## src/ble_pkg.sv

```systemverilog
// ----------------------------------------------------------------------------
// Bounded list engine package
// Shared sizes, codes and the structs that pass between the list engine's
// sequencer, its word store and its compare unit.
// ----------------------------------------------------------------------------
package ble_pkg;

  // Capacity of the list in words.
  localparam int unsigned DEPTH   = 64;
  localparam int unsigned ADDR_W  = $clog2(DEPTH);
  localparam int unsigned CNT_W   = $clog2(DEPTH + 1);

  // Fixed field widths of the item channels.
  localparam int unsigned WORD_W  = 32;
  localparam int unsigned OP_W    = 3;
  localparam int unsigned IDX_W   = 8;
  localparam int unsigned POS_W   = 6;
  localparam int unsigned COUNT_W = 7;
  localparam int unsigned ST_W    = 2;

  // Width at which an item index is compared against the occupancy.
  localparam int unsigned IDXC_W  = (CNT_W > IDX_W) ? CNT_W : IDX_W;

  typedef logic signed [WORD_W-1:0] word_t;

  typedef enum logic [OP_W-1:0] {
    OP_PUSH   = 3'd0,
    OP_POP    = 3'd1,
    OP_READ   = 3'd2,
    OP_WRITE  = 3'd3,
    OP_REMOVE = 3'd4,
    OP_FIND   = 3'd5,
    OP_SORT   = 3'd6
  } op_e;

  typedef enum logic [ST_W-1:0] {
    ST_OK    = 2'd0,
    ST_RANGE = 2'd1,
    ST_EMPTY = 2'd2,
    ST_FULL  = 2'd3
  } status_e;

  // One write port and one read port of the word store, used every cycle.
  typedef struct packed {
    logic              we;
    logic [ADDR_W-1:0] waddr;
    word_t             wdata;
    logic [ADDR_W-1:0] raddr;
  } store_req_t;

  typedef struct packed {
    word_t a;
    word_t b;
  } alu_in_t;

  typedef struct packed {
    logic eq;
    logic gt;
  } alu_res_t;

endpackage

```

## src/ble_store.sv

```systemverilog
// ----------------------------------------------------------------------------
// Bounded list word store
// Holds the list entries: one write and one registered read per cycle.
// ----------------------------------------------------------------------------
module ble_store (
  input  logic                clk_i,
  input  ble_pkg::store_req_t req_i,
  output ble_pkg::word_t      rd_data_o
);
  import ble_pkg::*;

  word_t mem_q [DEPTH];
  word_t rd_data_q;

  // Entries carry no reset; only entries below the occupancy are ever read.
  always_ff @(posedge clk_i) begin
    if (req_i.we) begin
      mem_q[req_i.waddr] <= req_i.wdata;
    end
    rd_data_q <= mem_q[req_i.raddr];
  end

  assign rd_data_o = rd_data_q;

endmodule

```

## src/ble_alu.sv

```systemverilog
// ----------------------------------------------------------------------------
// Bounded list compare unit
// Equality and signed greater-than of two words, shared by find and sort.
// ----------------------------------------------------------------------------
module ble_alu (
  input  ble_pkg::alu_in_t  op_i,
  output ble_pkg::alu_res_t res_o
);
  import ble_pkg::*;

  assign res_o.eq = (op_i.a == op_i.b);
  assign res_o.gt = (op_i.a > op_i.b);

endmodule

```

## src/ble_seq.sv

```systemverilog
// ----------------------------------------------------------------------------
// Bounded list sequencer
// Decodes each item, steps through the store one entry per cycle and holds
// the result until the receiver takes it.
// ----------------------------------------------------------------------------
module ble_seq (
  input  logic                                clk_i,
  input  logic                                rst_ni,
  input  logic                                in_valid_i,
  output logic                                in_stall_o,
  input  logic [ble_pkg::OP_W-1:0]            opcode_i,
  input  logic [ble_pkg::IDX_W-1:0]           index_i,
  input  ble_pkg::word_t                      value_i,
  output logic                                out_valid_o,
  input  logic                                out_stall_i,
  output ble_pkg::word_t                      data_o,
  output logic                                found_o,
  output logic [ble_pkg::POS_W-1:0]           position_o,
  output logic [ble_pkg::COUNT_W-1:0]         count_o,
  output logic [ble_pkg::ST_W-1:0]            status_o,
  output ble_pkg::store_req_t                 mem_req_o,
  input  ble_pkg::word_t                      mem_rdata_i,
  output ble_pkg::alu_in_t                    alu_in_o,
  input  ble_pkg::alu_res_t                   alu_res_i
);
  import ble_pkg::*;

  typedef enum logic [2:0] {
    S_IDLE,
    S_DATA,
    S_REMOVE,
    S_FIND,
    S_SORT_LOAD,
    S_SORT_CMP,
    S_SORT_STORE,
    S_DONE
  } state_e;

  state_e             state_q, state_d;
  logic [CNT_W-1:0]   cnt_q, cnt_d;
  logic [CNT_W-1:0]   p_q, p_d;
  logic [CNT_W-1:0]   j_q, j_d;
  word_t              a_q, a_d;
  word_t              val_q, val_d;
  word_t              res_data_q, res_data_d;
  logic               res_found_q, res_found_d;
  logic [POS_W-1:0]   res_pos_q, res_pos_d;
  status_e            res_status_q, res_status_d;
  logic               out_valid_q, out_valid_d;
  word_t              out_data_q, out_data_d;
  logic               out_found_q, out_found_d;
  logic [POS_W-1:0]   out_pos_q, out_pos_d;
  logic [COUNT_W-1:0] out_count_q, out_count_d;
  status_e            out_status_q, out_status_d;

  logic               accept;
  logic               full, empty;
  logic [CNT_W-1:0]   cnt_dec;
  logic [CNT_W:0]     cnt_x, p_inc1, p_inc2, j_inc1;
  logic [IDXC_W-1:0]  idx_c, cnt_c;
  logic               in_range, idx_has_next;
  store_req_t         req;

  assign in_stall_o   = (state_q != S_IDLE);
  assign accept       = in_valid_i && (state_q == S_IDLE);
  assign full         = (cnt_q == CNT_W'(DEPTH));
  assign empty        = (cnt_q == '0);
  assign cnt_dec      = cnt_q - CNT_W'(1);
  assign cnt_x        = {1'b0, cnt_q};
  assign p_inc1       = {1'b0, p_q} + (CNT_W + 1)'(1);
  assign p_inc2       = {1'b0, p_q} + (CNT_W + 1)'(2);
  assign j_inc1       = {1'b0, j_q} + (CNT_W + 1)'(1);
  assign idx_c        = IDXC_W'(index_i);
  assign cnt_c        = IDXC_W'(cnt_q);
  assign in_range     = (idx_c < cnt_c);
  assign idx_has_next = ({1'b0, idx_c} + (IDXC_W + 1)'(1)) < {1'b0, cnt_c};

  // Find compares against the searched word, sort against the held minimum.
  assign alu_in_o.a = (state_q == S_FIND) ? val_q : a_q;
  assign alu_in_o.b = mem_rdata_i;

  always_comb begin
    state_d      = state_q;
    cnt_d        = cnt_q;
    p_d          = p_q;
    j_d          = j_q;
    a_d          = a_q;
    val_d        = val_q;
    res_data_d   = res_data_q;
    res_found_d  = res_found_q;
    res_pos_d    = res_pos_q;
    res_status_d = res_status_q;
    out_valid_d  = out_valid_q && out_stall_i;
    out_data_d   = out_data_q;
    out_found_d  = out_found_q;
    out_pos_d    = out_pos_q;
    out_count_d  = out_count_q;
    out_status_d = out_status_q;
    req.we       = 1'b0;
    req.waddr    = p_q[ADDR_W-1:0];
    req.wdata    = a_q;
    req.raddr    = p_q[ADDR_W-1:0];

    unique case (state_q)
      S_IDLE: begin
        if (accept) begin
          val_d        = value_i;
          res_data_d   = '0;
          res_found_d  = 1'b0;
          res_pos_d    = '0;
          res_status_d = ST_OK;
          state_d      = S_DONE;
          unique case (op_e'(opcode_i))
            OP_PUSH: begin
              if (full) begin
                res_status_d = ST_FULL;
              end else begin
                req.we    = 1'b1;
                req.waddr = cnt_q[ADDR_W-1:0];
                req.wdata = value_i;
                cnt_d     = cnt_q + CNT_W'(1);
              end
            end
            OP_POP: begin
              if (empty) begin
                res_status_d = ST_EMPTY;
              end else begin
                cnt_d     = cnt_dec;
                req.raddr = cnt_dec[ADDR_W-1:0];
                state_d   = S_DATA;
              end
            end
            OP_READ: begin
              if (!in_range) begin
                res_status_d = ST_RANGE;
              end else begin
                req.raddr = ADDR_W'(index_i);
                state_d   = S_DATA;
              end
            end
            OP_WRITE: begin
              if (!in_range) begin
                res_status_d = ST_RANGE;
              end else begin
                req.we    = 1'b1;
                req.waddr = ADDR_W'(index_i);
                req.wdata = value_i;
              end
            end
            OP_REMOVE: begin
              if (!in_range) begin
                res_status_d = ST_RANGE;
              end else begin
                p_d = CNT_W'(index_i);
                if (idx_has_next) begin
                  req.raddr = ADDR_W'(idx_c + IDXC_W'(1));
                  state_d   = S_REMOVE;
                end else begin
                  cnt_d = cnt_dec;
                end
              end
            end
            OP_FIND: begin
              p_d       = '0;
              req.raddr = '0;
              if (!empty) begin
                state_d = S_FIND;
              end
            end
            OP_SORT: begin
              p_d       = '0;
              req.raddr = '0;
              if (cnt_q >= CNT_W'(2)) begin
                state_d = S_SORT_LOAD;
              end
            end
            default: begin
              state_d = S_DONE;
            end
          endcase
        end
      end

      S_DATA: begin
        res_data_d = mem_rdata_i;
        state_d    = S_DONE;
      end

      // Entry p+1 is on the read port; it moves down into entry p.
      S_REMOVE: begin
        req.we    = 1'b1;
        req.waddr = p_q[ADDR_W-1:0];
        req.wdata = mem_rdata_i;
        p_d       = CNT_W'(p_inc1);
        if (p_inc2 < cnt_x) begin
          req.raddr = ADDR_W'(p_inc2);
        end else begin
          cnt_d   = cnt_dec;
          state_d = S_DONE;
        end
      end

      S_FIND: begin
        if (alu_res_i.eq) begin
          res_found_d = 1'b1;
          res_pos_d   = POS_W'(p_q);
          state_d     = S_DONE;
        end else if (p_inc1 < cnt_x) begin
          req.raddr = ADDR_W'(p_inc1);
          p_d       = CNT_W'(p_inc1);
        end else begin
          state_d = S_DONE;
        end
      end

      // Entry p is loaded into a register that keeps the smaller word while later entries stream past it.
      S_SORT_LOAD: begin
        a_d       = mem_rdata_i;
        j_d       = CNT_W'(p_inc1);
        req.raddr = ADDR_W'(p_inc1);
        state_d   = S_SORT_CMP;
      end

      S_SORT_CMP: begin
        if (alu_res_i.gt) begin
          req.we    = 1'b1;
          req.waddr = j_q[ADDR_W-1:0];
          req.wdata = a_q;
          a_d       = mem_rdata_i;
        end
        if (j_inc1 < cnt_x) begin
          req.raddr = ADDR_W'(j_inc1);
          j_d       = CNT_W'(j_inc1);
        end else begin
          state_d = S_SORT_STORE;
        end
      end

      S_SORT_STORE: begin
        req.we    = 1'b1;
        req.waddr = p_q[ADDR_W-1:0];
        req.wdata = a_q;
        req.raddr = ADDR_W'(p_inc1);
        p_d       = CNT_W'(p_inc1);
        if (p_inc2 < cnt_x) begin
          state_d = S_SORT_LOAD;
        end else begin
          state_d = S_DONE;
        end
      end

      S_DONE: begin
        if (!out_valid_q || !out_stall_i) begin
          out_valid_d  = 1'b1;
          out_data_d   = res_data_q;
          out_found_d  = res_found_q;
          out_pos_d    = res_pos_q;
          out_count_d  = COUNT_W'(cnt_q);
          out_status_d = res_status_q;
          state_d      = S_IDLE;
        end
      end

      default: begin
        state_d = S_IDLE;
      end
    endcase
  end

  assign mem_req_o = req;

  always_ff @(posedge clk_i or negedge rst_ni) begin
    if (!rst_ni) begin
      state_q      <= S_IDLE;
      cnt_q        <= '0;
      p_q          <= '0;
      j_q          <= '0;
      a_q          <= '0;
      val_q        <= '0;
      res_data_q   <= '0;
      res_found_q  <= 1'b0;
      res_pos_q    <= '0;
      res_status_q <= ST_OK;
      out_valid_q  <= 1'b0;
      out_data_q   <= '0;
      out_found_q  <= 1'b0;
      out_pos_q    <= '0;
      out_count_q  <= '0;
      out_status_q <= ST_OK;
    end else begin
      state_q      <= state_d;
      cnt_q        <= cnt_d;
      p_q          <= p_d;
      j_q          <= j_d;
      a_q          <= a_d;
      val_q        <= val_d;
      res_data_q   <= res_data_d;
      res_found_q  <= res_found_d;
      res_pos_q    <= res_pos_d;
      res_status_q <= res_status_d;
      out_valid_q  <= out_valid_d;
      out_data_q   <= out_data_d;
      out_found_q  <= out_found_d;
      out_pos_q    <= out_pos_d;
      out_count_q  <= out_count_d;
      out_status_q <= out_status_d;
    end
  end

  assign out_valid_o = out_valid_q;
  assign data_o      = out_data_q;
  assign found_o     = out_found_q;
  assign position_o  = out_pos_q;
  assign count_o     = out_count_q;
  assign status_o    = out_status_q;

endmodule

```

## src/bounded_list_engine.sv

```systemverilog
// ----------------------------------------------------------------------------
// Bounded list engine
// A list of up to DEPTH signed words with push, pop, indexed read, write and
// remove, first-match find and an in-place ascending exchange sort.
// ----------------------------------------------------------------------------
// Usage: the request channel (in_valid_i / in_stall_o) carries one item with
// an opcode, an index and a value. An item is taken when valid is high and
// stall is low; stall stays high while the sequencer works on an item, so
// only one item is in the sequencer at a time. Every item yields exactly one
// result item on the response channel (out_valid_o / out_stall_i).
// Work per item, with n entries held:
//   push, write and any flagged request: the result is set up on acceptance
//   pop and read: one store read, then the result
//   find: entries scanned from 0 to a match or the end, one entry compared per cycle
//   remove at index k: entries k + 1 to n - 1 move down, one entry moved per cycle
//   sort: per position, a load, one compare per cycle with each later entry, a store
// The rate is set by the single read port of the entry store, which feeds
// one entry per cycle to the shared compare unit.
// A finished result sits in an output register. A new item is taken while it
// waits, and a receiver stall only holds the next result at its last step.
// Reset empties the list and drops any pending result; entries are not
// cleared, since only entries below the count are ever read.
module bounded_list_engine (
  input  logic                         clk_i,
  input  logic                         rst_ni,
  input  logic                         in_valid_i,
  output logic                         in_stall_o,
  input  logic [ble_pkg::OP_W-1:0]     opcode_i,
  input  logic [ble_pkg::IDX_W-1:0]    index_i,
  input  ble_pkg::word_t               value_i,
  output logic                         out_valid_o,
  input  logic                         out_stall_i,
  output ble_pkg::word_t               data_o,
  output logic                         found_o,
  output logic [ble_pkg::POS_W-1:0]    position_o,
  output logic [ble_pkg::COUNT_W-1:0]  count_o,
  output logic [ble_pkg::ST_W-1:0]     status_o
);
  import ble_pkg::*;

  // The sequencer drives one write and one read address every cycle.
  store_req_t mem_req;
  word_t      mem_rdata;

  // Shared compare unit: equality for find, signed order for sort.
  alu_in_t    alu_in;
  alu_res_t   alu_res;

  ble_seq u_seq (
    .clk_i       (clk_i),
    .rst_ni      (rst_ni),
    .in_valid_i  (in_valid_i),
    .in_stall_o  (in_stall_o),
    .opcode_i    (opcode_i),
    .index_i     (index_i),
    .value_i     (value_i),
    .out_valid_o (out_valid_o),
    .out_stall_i (out_stall_i),
    .data_o      (data_o),
    .found_o     (found_o),
    .position_o  (position_o),
    .count_o     (count_o),
    .status_o    (status_o),
    .mem_req_o   (mem_req),
    .mem_rdata_i (mem_rdata),
    .alu_in_o    (alu_in),
    .alu_res_i   (alu_res)
  );

  ble_store u_store (
    .clk_i     (clk_i),
    .req_i     (mem_req),
    .rd_data_o (mem_rdata)
  );

  ble_alu u_alu (
    .op_i  (alu_in),
    .res_o (alu_res)
  );

endmodule
```

## config.mk

```make
export PLATFORM = sky130hd
export DESIGN_NAME = bounded_list_engine
export DESIGN_NICKNAME = d
export VERILOG_FILES = /design/src/ble_pkg.sv /design/src/ble_store.sv /design/src/ble_alu.sv /design/src/ble_seq.sv /design/src/bounded_list_engine.sv
export SDC_FILE = /design/constraint.sdc
export NUM_CORES = 2
export LEC_CHECK = 0
export BUFFER_PORTS_ARGS = -buffer_cell sky130_fd_sc_hd__buf_2
export CORE_MARGIN = 10
export CORE_UTILIZATION = 40
export DETAILED_ROUTE_END_ITERATION = 10
export SYNTH_ARGS = -nofsm -noshare
export SYNTH_HDL_FRONTEND = slang
export SYNTH_SLANG_ARGS = --single-unit
```

## constraint.sdc

```tcl
create_clock -name clk_i -period 7.4 [get_ports clk_i]
set_input_delay 0.74 -clock clk_i [delete_from_list [all_inputs] [get_ports clk_i]]
set_output_delay 0.74 -clock clk_i [all_outputs]
set_load 0.1 [all_outputs]
```

==> run summary <==
status: finished, violations left
failing checks: capacitance limit, slew limit
Critical Path RT: 8150 ps
share of layout cells above drive strength 1: 14.0%
Max Cap Violations: 3
H-tree depth: 4
Max Fclk: 142 MHz
Die Height: 500 µm
Simple-Gate Fraction of Synth Area: 11.1%
RSZ-0062 raised after global routing: no
number of routed nets with antenna violations: 0
Mean Syn Cell Area: 13.3 µm²
Clock Sinks: 2258
CTS Root Cell: clkbuf_16
clk buf depth: 3
Initial DRT Pass Iterations: 8
GRT overflow: 0
Post-Synthesis Cells: 6912
Die W: 500 µm
count of different cell masters after synthesis: 85
Reg clk slew, reported paths: 60 ps
DP HPWL: 177000 µm
routed length per instance: 28.3 µm
largest net degree at the start of global routing: 100
CTS tree: built
setup tns final: 0 ps
GP Congestion: 0.949
Synth warnings: 0
number of CTS-inserted buffers: 217
Final setup viols: 0
Synth Area in Compound Gates: 10.6%
initial antenna violation count: 25
vias in the first global route: 58200
Clock Skew: 47.5 ps
Tmin final: 7070 ps
Setup Crit Path Kind: reg2reg
synthesis-to-finish area growth: 14.3%
Cell Rows: 176
Rel. slew slack: -9.03%
Detailed Route Iter0 Violations: 8259
adder-cell share of the synthesized area: 0.937%
Total Die Area: 0.250 mm²
core area: 0.230 mm²
GRT Total Usage: 22.5%
Final Hold Fails: 0
Synth top area share: 66.7%
top_reg_cell synth: edfxtp_1
Synth Register Bits: 2258
Post-CTS Setup Bufs: 0
total number of vias: 61300
first-pass GRT wire length: 418000 µm
PortBufs: 96
Worst Path Max Fanout: 53
Slew @ Worst Pin: 1620 ps
mux contribution to synthesized area: 2.25%
Area contributors post-synth: edfxtp_1 67%, nand2_1 6.0%, dfrtp_1 4.8%
largest family of logic cells by synthesized area: simple AND/OR/NAND/NOR gates
Ports: 97
drt drc: 0
final period utilization: 95.5%
XOR/XNOR Fraction of Synth Area: 0.295%
synthesized net count: 7028
sequential share of the synthesized area: 72.2%
CP Capture Type: flop
Nets: 7179
Netlist Area Pre-Place: 0.0922 mm²
FFs w/ async S/R, synth: 7.88%
Initial Util: 40.1%
Core Util, Final: 45.9%
Post-CTS Resized: 0
HP Class: in2reg
via/cell ratio: 5.95
Routed WL: 291000 µm
worst path arrival time: 7820 ps
Slew Limit Fails: 7
number of synthesized flops with an enable pin: 2048
area leader, netlist: edfxtp_1
worst-skew pair later-pin latency: 900 ps
CP startpoint kind: flop
## cells in the final DEF, fill, tap and decap left out, types with 38 or more instances in the layout
cell type  count
buf_2         95
clkinv_1      38
clkbuf_1      60
mux2_2       104
nor2_1        77
a221oi_1     126
o22ai_1       40
nand2_1     1467
nor2_4        69
o21ai_0      101
and3_1        78
buf_4        276
clkbuf_16    220
a31oi_1      105
mux2i_1       77
dfrtp_1      178
nand3_1      450
a22oi_1      191
inv_1         48
a211oi_1      41
buf_12        47
a21oi_1      498
nand4_1       68
ha_1          69
edfxtp_1    2048
o211ai_1      38
## final timing paths
kind | startpoint | end | slack (ps) | depth (start not counted)
worst max-delay path | u_seq.state_q[2] | u_store.rd_data_o[29] | 330 | 23
worst min-delay path | value_i[15] | u_seq.val_q[15] | 100 | 3
worst max register to register | u_seq.state_q[2] | u_store.rd_data_o[29] | 330 | 23
worst min register to register | u_seq.val_q[10] | u_seq.val_q[10] | 480 | 2
max in group asynchronous | rst_ni | u_seq.data_o[3] | 5610 | 3
min in group asynchronous | rst_ni | u_seq.data_o[10] | 510 | 2
## final cells by class
cell class	instances	area [µm²]
Multi-Input combinational cell	4105	24200
Inverter	56	210
Clock buffer	297	5960
Timing Repair Buffer	425	3570
Fill cell	20000	124000
Tap cell	3026	3790
Sequential cell	2258	66600
Antenna cell	18	45.0
Clock inverter	107	963
## worst max-delay path: stages (launching register included)
cell and delay [ps]:
dfrtp_1 380, nor2b_1 280, nand2_1 320, buf_4 310, nand2_1 90, nand2_1 60, ha_1 270, buf_4 200
nand4_1 170, nor4_1 440, buf_4 200, nand3_1 70, buf_4 190, and2_1 190, a221oi_4 470, nand2_8 420
buf_12 350, buf_12 230, buf_12 210, a211oi_1 270, a311oi_1 90, o21ai_0 690, o21ai_0 430, or4_1 490
## cell families after synthesis
| kind of cell | count (synthesis) |
|---|---|
| AOI/OAI and AO/OA | 1453 |
| xor gates and xnor gates | 31 |
| adders and majority gates | 69 |
| buffers and inverters | 549 |
| DFF | 2258 |
| muxes | 187 |
| and+or+nand+nor | 2365 |
## per-stage QoR
step | std cells | worst slack, ps | area, µm² | hold slack [ps]
after global placement | 9858 | 126 | 98300 | 461
after global routing | 10300 | 302 | 105000 | 90.2
after detailed placement | 9869 | 596 | 98400 | 464
after CTS | 10300 | 526 | 105000 | 41.1
final | 10300 | 334 | 105000 | 102
after floorplan | 6912 | 1380 | 92200 | 444
## what timing repair did
action / CTS / global route
setup endpoints to repair: 0 / 0
endpoints found under the hold margin: 84 / 0
hold buffers: 1 / 0
## cells in the mapped netlist, types with 35 or more instances
master,n
a211oi_1,41
a21oi_1,502
a221oi_1,126
a22o_1,35
a22oi_1,191
a31oi_1,105
and3_1,78
buf_1,36
buf_2,128
clkbuf_1,312
dfrtp_1,178
edfxtp_1,2048
ha_1,69
inv_1,56
mux2_2,104
mux2i_1,77
nand2_1,1467
nand3_1,450
nand4_1,68
nor2_1,151
nor3_1,38
o211ai_1,38
o21ai_0,127
o22ai_1,42
## state kept, by name (all words and copies together), names as in the netlist, 2 cells and up
register and flops:
u_seq.res_data_q 32, u_store.rd_data_o 32, u_seq.a_q 32, u_seq.state_q 3, u_store.mem_q 2048, u_seq.p_q 7, u_seq.val_q 32, u_seq.data_o 32
u_seq.status_o 2, u_seq.count_o 7, u_seq.res_pos_q 6, u_seq.cnt_q 7, u_seq.j_q 7, u_seq.res_status_q 2, u_seq.position_o 6
## layer usage
layer  up-vias  global-route usage [%]  share of wire, %
met5         -                       0             0.037
met4        16                    9.64               4.7
met3       526                    4.93                10
met2      3187                    34.4                45
met1     31000                    31.0                41
li1      26500                       -                 -
Power is not shown: default switching activity piles up to over one toggle a cycle in this logic, so the estimate is an artifact.
